## src/hw/rtl/assert_macros.svh

```systemverilog
// assertion helpers used by the top level
// expects i_clk and i_rst_n in the scope of the module that uses them
`ifndef ASSERT_MACROS_SVH
`define ASSERT_MACROS_SVH

// condition implies a consequence in the same cycle
`define OASM_ASSERT_NOW(lbl, pre, post, msg) \
    lbl: assert property (@(posedge i_clk) disable iff (!i_rst_n) (pre) |-> (post)) \
        else $error(msg);

// condition implies a consequence in the following cycle
`define OASM_ASSERT_NEXT(lbl, pre, post, msg) \
    lbl: assert property (@(posedge i_clk) disable iff (!i_rst_n) (pre) |=> (post)) \
        else $error(msg);

`endif

```

## src/hw/rtl/oasm_pkg.sv

```systemverilog
// shared constants, types and register codes of the oversample average block
// no dependencies
package oasm_pkg;

    localparam int FRAMES      = 5;
    localparam int SAMPLE_BITS = 12;
    localparam int CHANNELS    = 6;
    localparam int STEER_CH    = 2;

    // calibration registers
    localparam int CFG_W   = 12;
    localparam int CFG_N   = 5;
    localparam int CIDX_W  = $clog2(CFG_N);

    localparam logic [CIDX_W-1:0] REG_ADC_MIN = CIDX_W'(0);
    localparam logic [CIDX_W-1:0] REG_ADC_MAX = CIDX_W'(1);
    localparam logic [CIDX_W-1:0] REG_MM_MIN  = CIDX_W'(2);
    localparam logic [CIDX_W-1:0] REG_MM_MAX  = CIDX_W'(3);
    localparam logic [CIDX_W-1:0] REG_CENTER  = CIDX_W'(4);

    localparam logic [CFG_W-1:0]        ADC_MIN_RST = CFG_W'(0);
    localparam logic [CFG_W-1:0]        ADC_MAX_RST = CFG_W'(4095);
    localparam logic signed [CFG_W-1:0] MM_MIN_RST  = -CFG_W'(100);
    localparam logic signed [CFG_W-1:0] MM_MAX_RST  = CFG_W'(100);
    localparam logic [CFG_W-1:0]        CENTER_RST  = CFG_W'(2048);

    // frame counter
    localparam int CNT_W = (FRAMES > 1) ? $clog2(FRAMES) : 1;

    // accumulator and reciprocal divide by FRAMES
    localparam int SH_L    = $clog2(FRAMES);
    localparam int SUM_W   = SAMPLE_BITS + SH_L;
    localparam int DIV_SH  = SUM_W + SH_L;
    localparam int RECIP_W = SUM_W + 2;
    localparam int RECIP   = ((1 << DIV_SH) + FRAMES - 1) / FRAMES;
    localparam int MPROD_W = SUM_W + RECIP_W;

    // steering arithmetic
    localparam int RD_W    = (SAMPLE_BITS > CFG_W) ? SAMPLE_BITS : CFG_W;
    localparam int DELTA_W = RD_W + 1;
    localparam int SPAN_W  = CFG_W + 1;
    localparam int PROD_W  = DELTA_W + SPAN_W;
    localparam int NUM_W   = PROD_W + 1;
    localparam int STEP_W  = $clog2(NUM_W);
    localparam int OUT_W   = 16;

    typedef struct packed {
        logic take;   // frame accepted this cycle
        logic last;   // accepted frame closes the set
        logic mul;    // closed sum is ready for the reciprocal multiply
    } t_lane_ctl;

    typedef struct packed {
        logic [CFG_W-1:0]        adc_min;
        logic [CFG_W-1:0]        adc_max;
        logic signed [CFG_W-1:0] mm_min;
        logic signed [CFG_W-1:0] mm_max;
        logic [CFG_W-1:0]        center;
    } t_cal;

endpackage

```

## src/hw/rtl/oversample_average_steering_map_top.sv

```systemverilog
// path: closing frame -> r_p1 -> r_p2 -> steering states -> r_done -> o_out_valid
// throughput: one frame per cycle while o_in_stall is low; a set stays held until its
//   request is taken, so the next closing frame waits on the serial steering divider
// reset: synchronous active low; clears sums, frame counter and handshake state and
//   loads the calibration defaults (adc 0..4095, travel -100..100, center 2048)
`include "assert_macros.svh"

// top level: six accumulate lanes, the steering merge stage and the calibration registers
// depends on oasm_pkg, oasm_lane and oasm_steer
module oversample_average_steering_map_top (
    input  logic                              i_clk,
    input  logic                              i_rst_n,

    // calibration write port
    input  logic                              i_cfg_we,
    input  logic [oasm_pkg::CIDX_W-1:0]       i_cfg_idx,
    input  logic [oasm_pkg::CFG_W-1:0]        i_cfg_data,

    // conversion frame request
    input  logic                              i_in_valid,
    output logic                              o_in_stall,
    input  logic [oasm_pkg::SAMPLE_BITS-1:0]  i_pedal_a,
    input  logic [oasm_pkg::SAMPLE_BITS-1:0]  i_brake_pressure_a,
    input  logic [oasm_pkg::SAMPLE_BITS-1:0]  i_steering_raw,
    input  logic [oasm_pkg::SAMPLE_BITS-1:0]  i_pedal_b,
    input  logic [oasm_pkg::SAMPLE_BITS-1:0]  i_brake_pressure_b,
    input  logic [oasm_pkg::SAMPLE_BITS-1:0]  i_brake_hall,

    // averaged result request
    output logic                              o_out_valid,
    input  logic                              i_out_stall,
    output logic [oasm_pkg::SAMPLE_BITS-1:0]  o_mean_pedal_a,
    output logic [oasm_pkg::SAMPLE_BITS-1:0]  o_mean_brake_pressure_a,
    output logic [oasm_pkg::SAMPLE_BITS-1:0]  o_mean_steering,
    output logic [oasm_pkg::SAMPLE_BITS-1:0]  o_mean_pedal_b,
    output logic [oasm_pkg::SAMPLE_BITS-1:0]  o_mean_brake_pressure_b,
    output logic [oasm_pkg::SAMPLE_BITS-1:0]  o_mean_brake_hall,
    output logic signed [oasm_pkg::OUT_W-1:0] o_steering_mm
);
    import oasm_pkg::*;

    // calibration registers
    t_cal r_cal;

    // frame sequencing
    logic [CNT_W-1:0] r_cnt;
    logic             r_busy;     // a closed set is in the lanes or waiting at the output
    logic             r_p1;       // closed sums captured in the lanes
    logic             r_p2;       // lane means valid, steering can start
    logic             r_out_vld;

    logic             last;
    logic             in_acc;
    logic             out_acc;
    logic             steer_done;
    t_lane_ctl        lane_ctl;

    logic [SAMPLE_BITS-1:0] samples [CHANNELS];
    logic [SAMPLE_BITS-1:0] means   [CHANNELS];

    // the set-closing frame waits until the previous set's request is taken;
    // all other frames keep flowing into the accumulators
    assign last       = (r_cnt == CNT_W'(FRAMES - 1));
    assign o_in_stall = r_busy && last;
    assign in_acc     = i_in_valid && !o_in_stall;
    assign out_acc    = r_out_vld && !i_out_stall;

    assign lane_ctl.take = in_acc;
    assign lane_ctl.last = last;
    assign lane_ctl.mul  = r_p1;

    always_ff @(posedge i_clk) begin
        if (!i_rst_n) begin
            r_cal.adc_min <= ADC_MIN_RST;
            r_cal.adc_max <= ADC_MAX_RST;
            r_cal.mm_min  <= MM_MIN_RST;
            r_cal.mm_max  <= MM_MAX_RST;
            r_cal.center  <= CENTER_RST;
        end else if (i_cfg_we) begin
            case (i_cfg_idx)
                REG_ADC_MIN: r_cal.adc_min <= i_cfg_data;
                REG_ADC_MAX: r_cal.adc_max <= i_cfg_data;
                REG_MM_MIN:  r_cal.mm_min  <= $signed(i_cfg_data);
                REG_MM_MAX:  r_cal.mm_max  <= $signed(i_cfg_data);
                REG_CENTER:  r_cal.center  <= i_cfg_data;
                default: begin
                end
            endcase
        end
    end

    always_ff @(posedge i_clk) begin
        if (!i_rst_n) begin
            r_cnt     <= '0;
            r_busy    <= 1'b0;
            r_p1      <= 1'b0;
            r_p2      <= 1'b0;
            r_out_vld <= 1'b0;
        end else begin
            if (in_acc) begin
                r_cnt <= last ? '0 : r_cnt + 1'b1;
            end
            r_p1 <= in_acc && last;
            r_p2 <= r_p1;
            if (in_acc && last) begin
                r_busy <= 1'b1;
            end else if (out_acc) begin
                r_busy <= 1'b0;
            end
            if (steer_done) begin
                r_out_vld <= 1'b1;
            end else if (out_acc) begin
                r_out_vld <= 1'b0;
            end
        end
    end

    // channel order follows the frame layout: first converter 0..2, second 0..2
    assign samples[0] = i_pedal_a;
    assign samples[1] = i_brake_pressure_a;
    assign samples[2] = i_steering_raw;
    assign samples[3] = i_pedal_b;
    assign samples[4] = i_brake_pressure_b;
    assign samples[5] = i_brake_hall;

    for (genvar g = 0; g < CHANNELS; g++) begin : g_lane
        oasm_lane u_lane (
            .i_clk    (i_clk),
            .i_rst_n  (i_rst_n),
            .i_ctl    (lane_ctl),
            .i_sample (samples[g]),
            .o_mean   (means[g])
        );
    end

    // lane means stay put while the set is busy, so they feed the outputs directly
    oasm_steer u_steer (
        .i_clk   (i_clk),
        .i_rst_n (i_rst_n),
        .i_start (r_p2),
        .i_mean  (means[STEER_CH]),
        .i_cal   (r_cal),
        .o_done  (steer_done),
        .o_mm    (o_steering_mm)
    );

    assign o_out_valid             = r_out_vld;
    assign o_mean_pedal_a          = means[0];
    assign o_mean_brake_pressure_a = means[1];
    assign o_mean_steering         = means[2];
    assign o_mean_pedal_b          = means[3];
    assign o_mean_brake_pressure_b = means[4];
    assign o_mean_brake_hall       = means[5];

    `OASM_ASSERT_NOW(a_vld_busy, r_out_vld, r_busy, "result valid without a set in flight")
    `OASM_ASSERT_NOW(a_no_overrun, r_busy, !(in_acc && last), "set closed while one in flight")
    `OASM_ASSERT_NOW(a_done_once, steer_done, !r_out_vld, "steering finished over a held result")
    `OASM_ASSERT_NEXT(a_cnt_wrap, in_acc && last, r_cnt == '0, "frame counter did not wrap")

endmodule

```

## src/hw/rtl/oasm_lane.sv

```systemverilog
// one channel lane: running sum over a set of frames and mean by reciprocal multiply
// depends on oasm_pkg
module oasm_lane (
    input  logic                            i_clk,
    input  logic                            i_rst_n,
    input  oasm_pkg::t_lane_ctl             i_ctl,
    input  logic [oasm_pkg::SAMPLE_BITS-1:0] i_sample,
    output logic [oasm_pkg::SAMPLE_BITS-1:0] o_mean
);
    import oasm_pkg::*;

    logic [SUM_W-1:0]   r_acc;
    logic [SUM_W-1:0]   r_final;
    logic [SUM_W-1:0]   n_sum;
    logic [RECIP_W-1:0] recip_c;
    logic [MPROD_W-1:0] r_prod;

    assign n_sum   = r_acc + SUM_W'(i_sample);
    assign recip_c = RECIP_W'(RECIP);

    always_ff @(posedge i_clk) begin
        if (!i_rst_n) begin
            r_acc <= '0;
        end else if (i_ctl.take) begin
            r_acc <= i_ctl.last ? '0 : n_sum;
        end
    end

    always_ff @(posedge i_clk) begin
        if (i_ctl.take && i_ctl.last) begin
            r_final <= n_sum;
        end
        if (i_ctl.mul) begin
            r_prod <= MPROD_W'(r_final) * MPROD_W'(recip_c);
        end
    end

    assign o_mean = r_prod[DIV_SH +: SAMPLE_BITS];

endmodule

```

## src/hw/rtl/oasm_steer.sv

```systemverilog
// merge stage: clamps the steering mean, scales it to travel and divides by the span
// depends on oasm_pkg; bit-serial restoring divider, one quotient bit per cycle
module oasm_steer (
    input  logic                             i_clk,
    input  logic                             i_rst_n,
    input  logic                             i_start,
    input  logic [oasm_pkg::SAMPLE_BITS-1:0] i_mean,
    input  oasm_pkg::t_cal                   i_cal,
    output logic                             o_done,
    output logic signed [oasm_pkg::OUT_W-1:0] o_mm
);
    import oasm_pkg::*;

    localparam logic [2:0] ST_IDLE = 3'd0;
    localparam logic [2:0] ST_MUL  = 3'd1;
    localparam logic [2:0] ST_ABS  = 3'd2;
    localparam logic [2:0] ST_DIV  = 3'd3;
    localparam logic [2:0] ST_FIN  = 3'd4;

    localparam logic [NUM_W-1:0] SAT_POS = NUM_W'((1 << (OUT_W - 1)) - 1);
    localparam logic [NUM_W-1:0] SAT_NEG = NUM_W'(1 << (OUT_W - 1));

    logic [2:0]                r_state;
    logic [STEP_W-1:0]         r_step;
    logic                      r_done;
    logic signed [DELTA_W-1:0] r_delta;
    logic signed [SPAN_W-1:0]  r_span_adc;
    logic signed [SPAN_W-1:0]  r_span_mm;
    logic signed [NUM_W-1:0]   r_num;
    logic [NUM_W-1:0]          r_work;
    logic [CFG_W-1:0]          r_rem;
    logic [CFG_W-1:0]          r_dvs;
    logic                      r_neg;
    logic                      r_zero;
    logic signed [OUT_W-1:0]   r_mm;

    logic [RD_W-1:0]           rd;
    logic [RD_W-1:0]           rd_min;
    logic [RD_W-1:0]           rd_max;
    logic [RD_W-1:0]           clamped;
    logic signed [SPAN_W-1:0]  half_mag;
    logic signed [SPAN_W-1:0]  half;
    logic signed [PROD_W-1:0]  prod;
    logic [CFG_W:0]            trial;
    logic                      ge;

    // floor test wins when the floor sits above the ceiling
    assign rd      = RD_W'(i_mean);
    assign rd_min  = RD_W'(i_cal.adc_min);
    assign rd_max  = RD_W'(i_cal.adc_max);
    assign clamped = (rd < rd_min) ? rd_min : ((rd > rd_max) ? rd_max : rd);

    // half span, truncated toward zero, carrying the sign of the offset
    assign half_mag = (r_span_adc + $signed(SPAN_W'(r_span_adc[SPAN_W-1]))) >>> 1;
    assign half     = r_delta[DELTA_W-1] ? -half_mag : half_mag;
    assign prod     = r_delta * r_span_mm;

    assign trial = {r_rem, r_work[NUM_W-1]};
    assign ge    = trial >= {1'b0, r_dvs};

    always_ff @(posedge i_clk) begin
        if (!i_rst_n) begin
            r_state <= ST_IDLE;
            r_step  <= '0;
            r_done  <= 1'b0;
        end else begin
            r_done <= 1'b0;
            case (r_state)
                ST_IDLE: begin
                    if (i_start) begin
                        r_state <= ST_MUL;
                    end
                end
                ST_MUL: begin
                    r_state <= ST_ABS;
                end
                ST_ABS: begin
                    r_step  <= '0;
                    r_state <= ST_DIV;
                end
                ST_DIV: begin
                    r_step <= r_step + 1'b1;
                    if (r_step == STEP_W'(NUM_W - 1)) begin
                        r_state <= ST_FIN;
                    end
                end
                ST_FIN: begin
                    r_done  <= 1'b1;
                    r_state <= ST_IDLE;
                end
                default: begin
                    r_state <= ST_IDLE;
                end
            endcase
        end
    end

    always_ff @(posedge i_clk) begin
        case (r_state)
            ST_IDLE: begin
                if (i_start) begin
                    r_delta    <= $signed({1'b0, clamped}) - $signed({1'b0, RD_W'(i_cal.center)});
                    r_span_adc <= $signed({1'b0, i_cal.adc_max}) - $signed({1'b0, i_cal.adc_min});
                    r_span_mm  <= $signed({i_cal.mm_max[CFG_W-1], i_cal.mm_max})
                                - $signed({i_cal.mm_min[CFG_W-1], i_cal.mm_min});
                end
            end
            ST_MUL: begin
                r_num <= NUM_W'(prod) + NUM_W'(half);
            end
            ST_ABS: begin
                r_work <= r_num[NUM_W-1] ? NUM_W'(-r_num) : NUM_W'(r_num);
                r_neg  <= r_num[NUM_W-1] ^ r_span_adc[SPAN_W-1];
                r_dvs  <= r_span_adc[SPAN_W-1] ? CFG_W'(-r_span_adc) : CFG_W'(r_span_adc);
                r_zero <= (r_span_adc == '0);
                r_rem  <= '0;
            end
            ST_DIV: begin
                r_rem  <= ge ? CFG_W'(trial - {1'b0, r_dvs}) : trial[CFG_W-1:0];
                r_work <= {r_work[NUM_W-2:0], ge};
            end
            ST_FIN: begin
                if (r_zero) begin
                    r_mm <= '0;
                end else if (r_neg) begin
                    r_mm <= (r_work > SAT_NEG) ? OUT_W'(SAT_NEG) : -OUT_W'(r_work);
                end else begin
                    r_mm <= (r_work > SAT_POS) ? OUT_W'(SAT_POS) : OUT_W'(r_work);
                end
            end
            default: begin
            end
        endcase
    end

    assign o_done = r_done;
    assign o_mm   = r_mm;

endmodule
```

## config.mk

```make
export PLATFORM = sky130hd
export DESIGN_NAME = oversample_average_steering_map_top
export DESIGN_NICKNAME = d
export VERILOG_FILES = /design/src/hw/rtl/oasm_pkg.sv /design/src/hw/rtl/oversample_average_steering_map_top.sv /design/src/hw/rtl/oasm_lane.sv /design/src/hw/rtl/oasm_steer.sv
export VERILOG_INCLUDE_DIRS = /design/src /design/src/hw/rtl
export SDC_FILE = /design/constraint.sdc
export NUM_CORES = 2
export LEC_CHECK = 0
export ABC_AREA = 0
export ABC_CLOCK_PERIOD_IN_PS = 8600
export BUFFER_PORTS_ARGS = -buffer_cell sky130_fd_sc_hd__clkbuf_2
export CORE_AREA = 2 2 413 415
export CTS_CLUSTER_DIAMETER = 100
export DETAILED_ROUTE_END_ITERATION = 10
export DIE_AREA = 0 0 415 417
export PLACE_DENSITY = 0.5
export SYNTH_ARGS = -nofsm -noshare
export SYNTH_HDL_FRONTEND = slang
export SYNTH_SLANG_ARGS = --single-unit
export TNS_END_PERCENT = 1
```

## constraint.sdc

```tcl
create_clock -name i_clk -period 8.6 [get_ports i_clk]
set_input_delay 0 -clock i_clk [delete_from_list [all_inputs] [get_ports i_clk]]
set_output_delay 0 -clock i_clk [all_outputs]
set_load 0.01 [all_outputs]
```

# After elaboration in Yosys (flattened, before gate mapping)
# Index checks and enable logic that the tools add are counted.
[totals]
word_cells = 129
inputBits = 92
reg_bits = 571
[op_classes]
n_eq_ne = 12
mux = 26
multipliers = 7
magnitude_cmp = 5
n_reduce_logical = 19
n_bitwise = 1
n_addsub = 18
[op_table]
columns = ["cell", "n"]
rows = [
  ["15-bit by 16-bit multiplier with 30-bit output, second input constant", 6],
  ["15-bit by 12-bit adder with 15-bit output", 6],
  ["15-bit two-way mux", 6],
  ["27-bit one-hot mux with 2 select lines", 1],
  ["12-bit two-way mux", 4],
  ["16-bit two-way mux", 3],
  ["12-bit by 12-bit subtractor with 13-bit output", 3],
  ["26-bit by 13-bit adder with 27-bit output", 1],
  ["27-bit by 15-bit > comparator with 1-bit output, second input constant", 1],
  ["27-bit by 16-bit > comparator with 1-bit output, second input constant", 1],
  ["27-bit two-way mux", 1],
  ["27-bit negation", 1],
  ["13-bit by 13-bit multiplier with 26-bit output", 1],
  ["12-bit one-hot mux with 2 select lines", 1],
  ["16-bit negation", 1],
  ["2-bit AND reduction", 7],
  ["13-bit by 2-bit adder with 13-bit output", 1],
  ["13-bit by 12-bit greater-or-equal comparator with 1-bit output", 1],
  ["13-bit zero test", 1],
  ["13-bit two-way mux", 1],
  ["12-bit negation with 13-bit output", 1],
  ["3-bit by 2-bit == test with 1-bit output, second input constant", 4],
  ["12-bit > comparator", 1],
  ["12-bit < comparator", 1],
  ["18 further kinds", 33],
]

# Depth between registers and ports, before layout
[depth]
word_depth = 6
ltp_mapped = 35

# By module
# From an unflattened synthesis, not the netlist that was laid out.
[hier_totals]
hier_cells = 5380
area_unflattened_um2 = 52828.2
[by_module_without_submodules]
columns = ["module", "area_per_inst_um2", "cells_each", "n_inst", "seq_area_each_um2"]
rows = [
  ["oasm_steer", 17196.5, 1862, 1, 4234.1],
  ["oasm_lane at g_lane[0].u_lane ...", 5602.9, 555, 3, 1111.1],
  ["oasm_lane at g_lane[4].u_lane", 5480.3, 524, 1, 1111.1],
  ["oasm_lane at g_lane[5].u_lane", 5424.0, 519, 1, 1111.1],
  ["oasm_lane at g_lane[1].u_lane", 5411.4, 512, 1, 1111.1],
  ["oversample_average_steering_map_top", 2507.4, 298, 1, 1341.3],
]

# Least setup slack after synthesis
# OpenSTA, ideal clock, no wires.
[synth_path]
kind = "flip-flop to flip-flop"
startpoint = "register u_steer.r_span_adc[12]"
endpoint = "register u_steer.r_num[25], data pin"
path_stages_with_launch = 33
path_buffers = 1
setup_ns = 0.258
arrival_time_ns = 7.176
path_slack_ns = 1.166
cell_sequence = "edfxtp_1 clkbuf_1 and2_1 ha_1 nand3_1 nor2_1 and3_1 and3_1 nand3_1 xor2_1 o21ai_1 mux2_2 fa_1 inv_1 fa_1 inv_1 fa_1 fa_1 inv_1 fa_1 inv_1 fa_1 inv_1 ha_1 nand3_1 nor2_1 a32o_1 o21a_1 o21ai_1 a31oi_1 a211o_1 a21oi_1 xnor2_1"
[synth_between]
elab_chain_len = 4
[synth_rtl]
columns = ["element", "line_no", "text"]
rows = [
  ["start: declaration", "oasm_steer.sv:27", "logic signed [SPAN_W-1:0] r_span_adc;"],
  ["start signal: assignment", "oasm_steer.sv:103", "r_span_adc <= $signed({1'b0, i_cal.adc_max}) - $signed({1'b0, i_cal.adc_min});"],
  ["13-bit by 2-bit adder with 13-bit output (*)", "oasm_steer.sv:54", "assign half_mag = (r_span_adc + $signed(SPAN_W'(r_span_adc[SPAN_W-1]))) >>> 1;"],
  ["12-bit negation with 13-bit output", "oasm_steer.sv:55", "assign half = r_delta[DELTA_W-1] ? -half_mag : half_mag;"],
  ["13-bit two-way mux (*)", "oasm_steer.sv:55", ""],
  ["26-bit by 13-bit adder with 27-bit output (*)", "oasm_steer.sv:109", "r_num <= NUM_W'(prod) + NUM_W'(half);"],
  ["end signal: assignment", "oasm_steer.sv:109", ""],
  ["end: declaration", "oasm_steer.sv:29", "logic signed [NUM_W-1:0] r_num;"],
]
# Every way passes the cells marked *; elsewhere a longest branch is shown, timed or not.
# A chain may end at the register's enable or synchronous reset.

# Worst setup path in the final report
[layout_path]
startpoint = "register u_steer.r_span_adc[0]"
endpoint = "register u_steer.r_num[26], data pin"
# The elaborated chain is that of the path after synthesis.

==> results.txt <==
----------------------------------------------------
[Status]
  Outcome ... finished clean

[Floorplanning]
  Floorplan die width ... 415 um
  Core area ... 169000 um2
  Total number of placement rows ... 151
  Effective utilization at floorplan ... 29.9%
  I/O pin cnt ... 182
  Area enclosed by the die boundary ... 173000 um2
  Die span in y ... 417 um

[STA]
  Final setup viols ... 0
  Final Hold Violating Endpoints ... 0
  Setup Total Neg Slack ... 0 ns
  Setup repair after global routing missed its margin ... false
  Min cycle time layout ... 7.86 ns
  Transition time at the pin with the least slew margin ... 1.06 ns
  Final period util ... 91.4%
  Max-slew violations ... 0
  Highest Clock Rate ... 127 MHz
  Max transition margin ... 29.3%
  Worst clock skew ... 0.0303 ns

[GRT]
  Maximum number of pins on one net before global-route repair ... 59
  Total gr overflow ... 0
  Antenna violations before repair ... 4
  First-pass GRT wire length ... 198000 um
  Total GRT Usage ... 14.3%
  Vias in the first global route ... 36.2k

[Pwr]
  Sequential group share of total power ... 38.1%
  Switching power as a share of total power ... 28.8%
  Logic pwr share ... 19.8%
  Clock network power share ... 42.1%
  Switching power total ... 1.90 mW
  Power per unit of standard cell area ... 115 nW/um2
  Static leakage ... 27.2 nW
  Internal power consumption ... 4.70 mW
  Max VDD drop ... 0.000155 V
  Total power ... 6.60 mW

[Clock tree]
  Buffers from clock root to sink, at most ... 3
  Clock H-tree levels ... 2
  Resized Gates After CTS ... 0
  Clock latency at the later pin of the worst-skew pair ... 0.68 ns
  Reg clk slew, reported paths ... 0.06 ns
  CTS Root Cell ... clkbuf_16
  Clock tree from TritonCTS ... yes
  Number of clock sinks ... 463
  Hold buffer count at cts ... 112
  TritonCTS buffer count ... 61
  Buffer count from post-CTS setup fixing ... 0

[Critical path]
  Slowest cell on crit path ... fa_1
  Register-to-Register Setup Slack ... 0.74 ns
  Maximum net fanout on the critical path ... 5
  Endpoint of the most critical register-to-register path ... u_steer.r_num[26]
  Highest cell delay on the worst timing path ... 0.55 ns
  Capture point of the critical path ... u_steer.r_num[26]
  Data arrival time at the worst-slack endpoint ... 8.28 ns
  Worst setup path start ... u_steer.r_span_adc[0]
  Crit path required time ... 9.02 ns
  Critical path type ... reg -> reg
  Most Frequent Cell on Critical Path ... fa_1
  Launching element type of the critical path ... register
  Capturing element type of the critical path ... register
  Launching point of the worst reg2reg path ... u_steer.r_span_adc[0]
  FF-to-FF path depth ... 32

[Synthesis]
  Post-synthesis sequential area ratio ... 24.3%
  Number of register bits inferred by synthesis ... 463
  Number of different library cells in the post-synthesis netlist ... 75
  Synthesized instance count ... 5040
  YS warnings ... 0
  Leading register cell type out of synthesis ... edfxtp_1
  Combined area of all synthesized cells ... 50400 um2
  Number of enable-type register cells in the synthesized netlist ... 297
  Syn_nets ... 6552
  Mean instance size in the synthesized netlist ... 10.0 um2
  Fraction of registers with async set or reset after synthesis ... 0%

[Detailed routing]
  Sum of routed wire length over all layers ... 122000 um
  DR vias/cell ... 4.50
  Post-route DRC ... 0
  Initial drt markers ... 1463
  Total via count in the routed design ... 34.2k
  Count of nets left with antenna violations after detail routing ... 0
  Routed wirelength normalized by instance count ... 16.0 um
  First-pass iteration count of the detailed router ... 7

[Hold path]
  Number of stages on the worst hold path ... 5
  Kind of path behind the tightest hold check ... in -> reg

[Placed design]
  HPWL after detailed placement ... 99800 um
  Number of port buffers ... 181
  Placer Congestion ... 0.858

[Final layout]
  Area growth from synthesis to layout ... 13.5%
  Fill count ... 17.2k
  Area used by multi-input combinational logic ... 33900 um2
  Fraction of final layout cells with drive strength greater than 1 ... 6.58%
  Fin nets ... 6826
  Combined flip-flop and latch cell area ... 12200 um2

[Job]
  Max cap viols ... 0

----------------------------------------------------
cells in the final DEF (no fill, tap or decap), drive strengths merged, types with 22 or more instances in the layout:
cell type,netlist,layout
a21o,69,69
a22o,22,22
a22oi,53,53
mux2i,34,34
inv,1044,1052
edfxtp,297,297
o21ai,170,170
a31oi,23,23
ha,869,869
nand2,340,340
nor2b,33,33
dlygate4sd3,0,112
xnor2,183,183
o21bai,28,28
o211ai,25,25
a21oi,193,193
o21a,28,28
xor2,71,71
fa,551,551
nand2b,41,41
or3,28,28
nand4,25,25
clkbuf,92,255
nand3,46,46
dfxtp,166,166
nor2,255,255
and2,83,83
nor3,50,50
synth_stat cells (5+ instances only):
master	instances	area (um2)
inv_1	1043	3920
ha_1	869	10900
fa_1	551	11000
nand2_1	340	1280
edfxtp_1	297	8920
nor2_1	255	957
a21oi_1	193	966
xnor2_1	183	1600
dfxtp_1	166	3320
clkbuf_1	91	342
o21ai_0	86	430
o21ai_1	84	420
and2_1	83	519
xor2_1	71	622
a21o_1	69	518
a22oi_1	53	398
nor3_1	50	250
nand3_1	46	230
nand2b_1	41	257
mux2i_1	34	340
nor2b_1	33	206
o21a_1	28	210
o21bai_1	28	210
or3_1	28	175
nand4_1	25	156
o211ai_1	25	188
a31oi_1	23	144
a22o_1	22	193
a211oi_1	21	158
o31ai_1	21	158
a21boi_1	19	143
and3_1	19	119
or2_2	16	100
o41ai_1	12	105
a221oi_1	10	87.6
or3b_1	9	78.8
buf_1	8	30.0
nor4_1	7	43.8
o31a_1	7	61.3
or4_1	6	45.0
a41oi_1	5	43.8
and4_1	5	43.8
o21ba_2	5	50.1
sequential cells by signal, indices dropped and copies added, names as in the netlist, 12 cells and up:
register / count
g_lane.u_lane.r_acc: 90
g_lane.u_lane.r_final: 90
g_lane.u_lane.r_prod: 72
r_cal: 60
u_steer.r_num: 27
u_steer.r_work: 27
u_steer.o_mm: 16
u_steer.r_delta: 13
u_steer.r_span_adc: 13
u_steer.r_span_mm: 13
u_steer.r_dvs: 12
u_steer.r_rem: 12
layout make-up:
type	count	share of cell area (%)
antenna	1	0.00437
clock buffer	74	2.97
clock inverter	42	0.864
inverter	1044	6.85
multi-input combinational	3431	59.3
sequential	463	21.4
tap	2218	4.85
timing repair buffer	313	3.81
per-layer routing:
metal / wire [um] / GRT usage [%] / vias to the layer above
li1: - / - / 17200
met1: 53800 / 17.8 / 16400
met2: 61300 / 25.9 / 351
met3: 2880 / 1.58 / 151
met4: 3540 / 4.14 / 4
met5: 27 / 0 / -
cells by family after synthesis:
family | count (synthesis) | share of synthesized area (%)
fa+ha+maj | 1420 | 43.5
compound gates | 743 | 9.47
simple gates | 978 | 9.09
flops | 463 | 24.3
mux | 36 | 0.720
buf+inv | 1146 | 8.56
xor+xnor | 254 | 4.41
critical path, delay by kind of cell, from the launching register on:
| family | cells | cell delay, ns |
|---|---|---|
| AOI/OAI and AO/OA | 6 | 1.09 |
| adders and majority gates | 8 | 3.53 |
| DFF | 1 | 0.39 |
| xor gates and xnor gates | 2 | 0.43 |
| muxes | 1 | 0.30 |
| and+or+nand+nor | 10 | 1.61 |
| buffers and inverters | 5 | 0.25 |
power by group through the flow:
stage / combinational [mW] / sequential, mW / clock, mW
floorplan: 0.934 / 2.55 / 0
global placement: 1.23 / 2.56 / 0
detailed placement: 1.24 / 2.56 / 0
CTS: 1.33 / 2.52 / 2.88
global route: 1.50 / 2.52 / 2.96
finish: 1.31 / 2.52 / 2.78
stage by stage:
step	hold slack (ns)	setup slack (ns)	cells	util, %	area (um2)
after floorplan	0.116	1.17	5040	-	50400
after global placement	0.250	0.762	7357	32.0	53900
after detailed placement	0.255	0.723	7357	32.0	53900
after CTS	0.0159	0.687	7585	33.9	57200
after global routing	0.0642	0.158	7585	33.9	57200
final	0.0480	0.738	7586	34.0	57200
worst min path at each step:
stage,from,endpoint,slack [ns]
after floorplan,i_in_valid,r_cnt[2],0.12
after global placement,i_out_stall,o_out_valid,0.25
after detailed placement,i_out_stall,o_out_valid,0.25
after CTS,i_brake_hall[11],g_lane[5].u_lane.r_acc[12],0.02
after global routing,i_brake_pressure_b[11],g_lane[4].u_lane.r_final[12],0.06
final,i_brake_hall[11],g_lane[5].u_lane.r_acc[12],0.05
No activity file was read; power rests on OpenSTA's default activity.
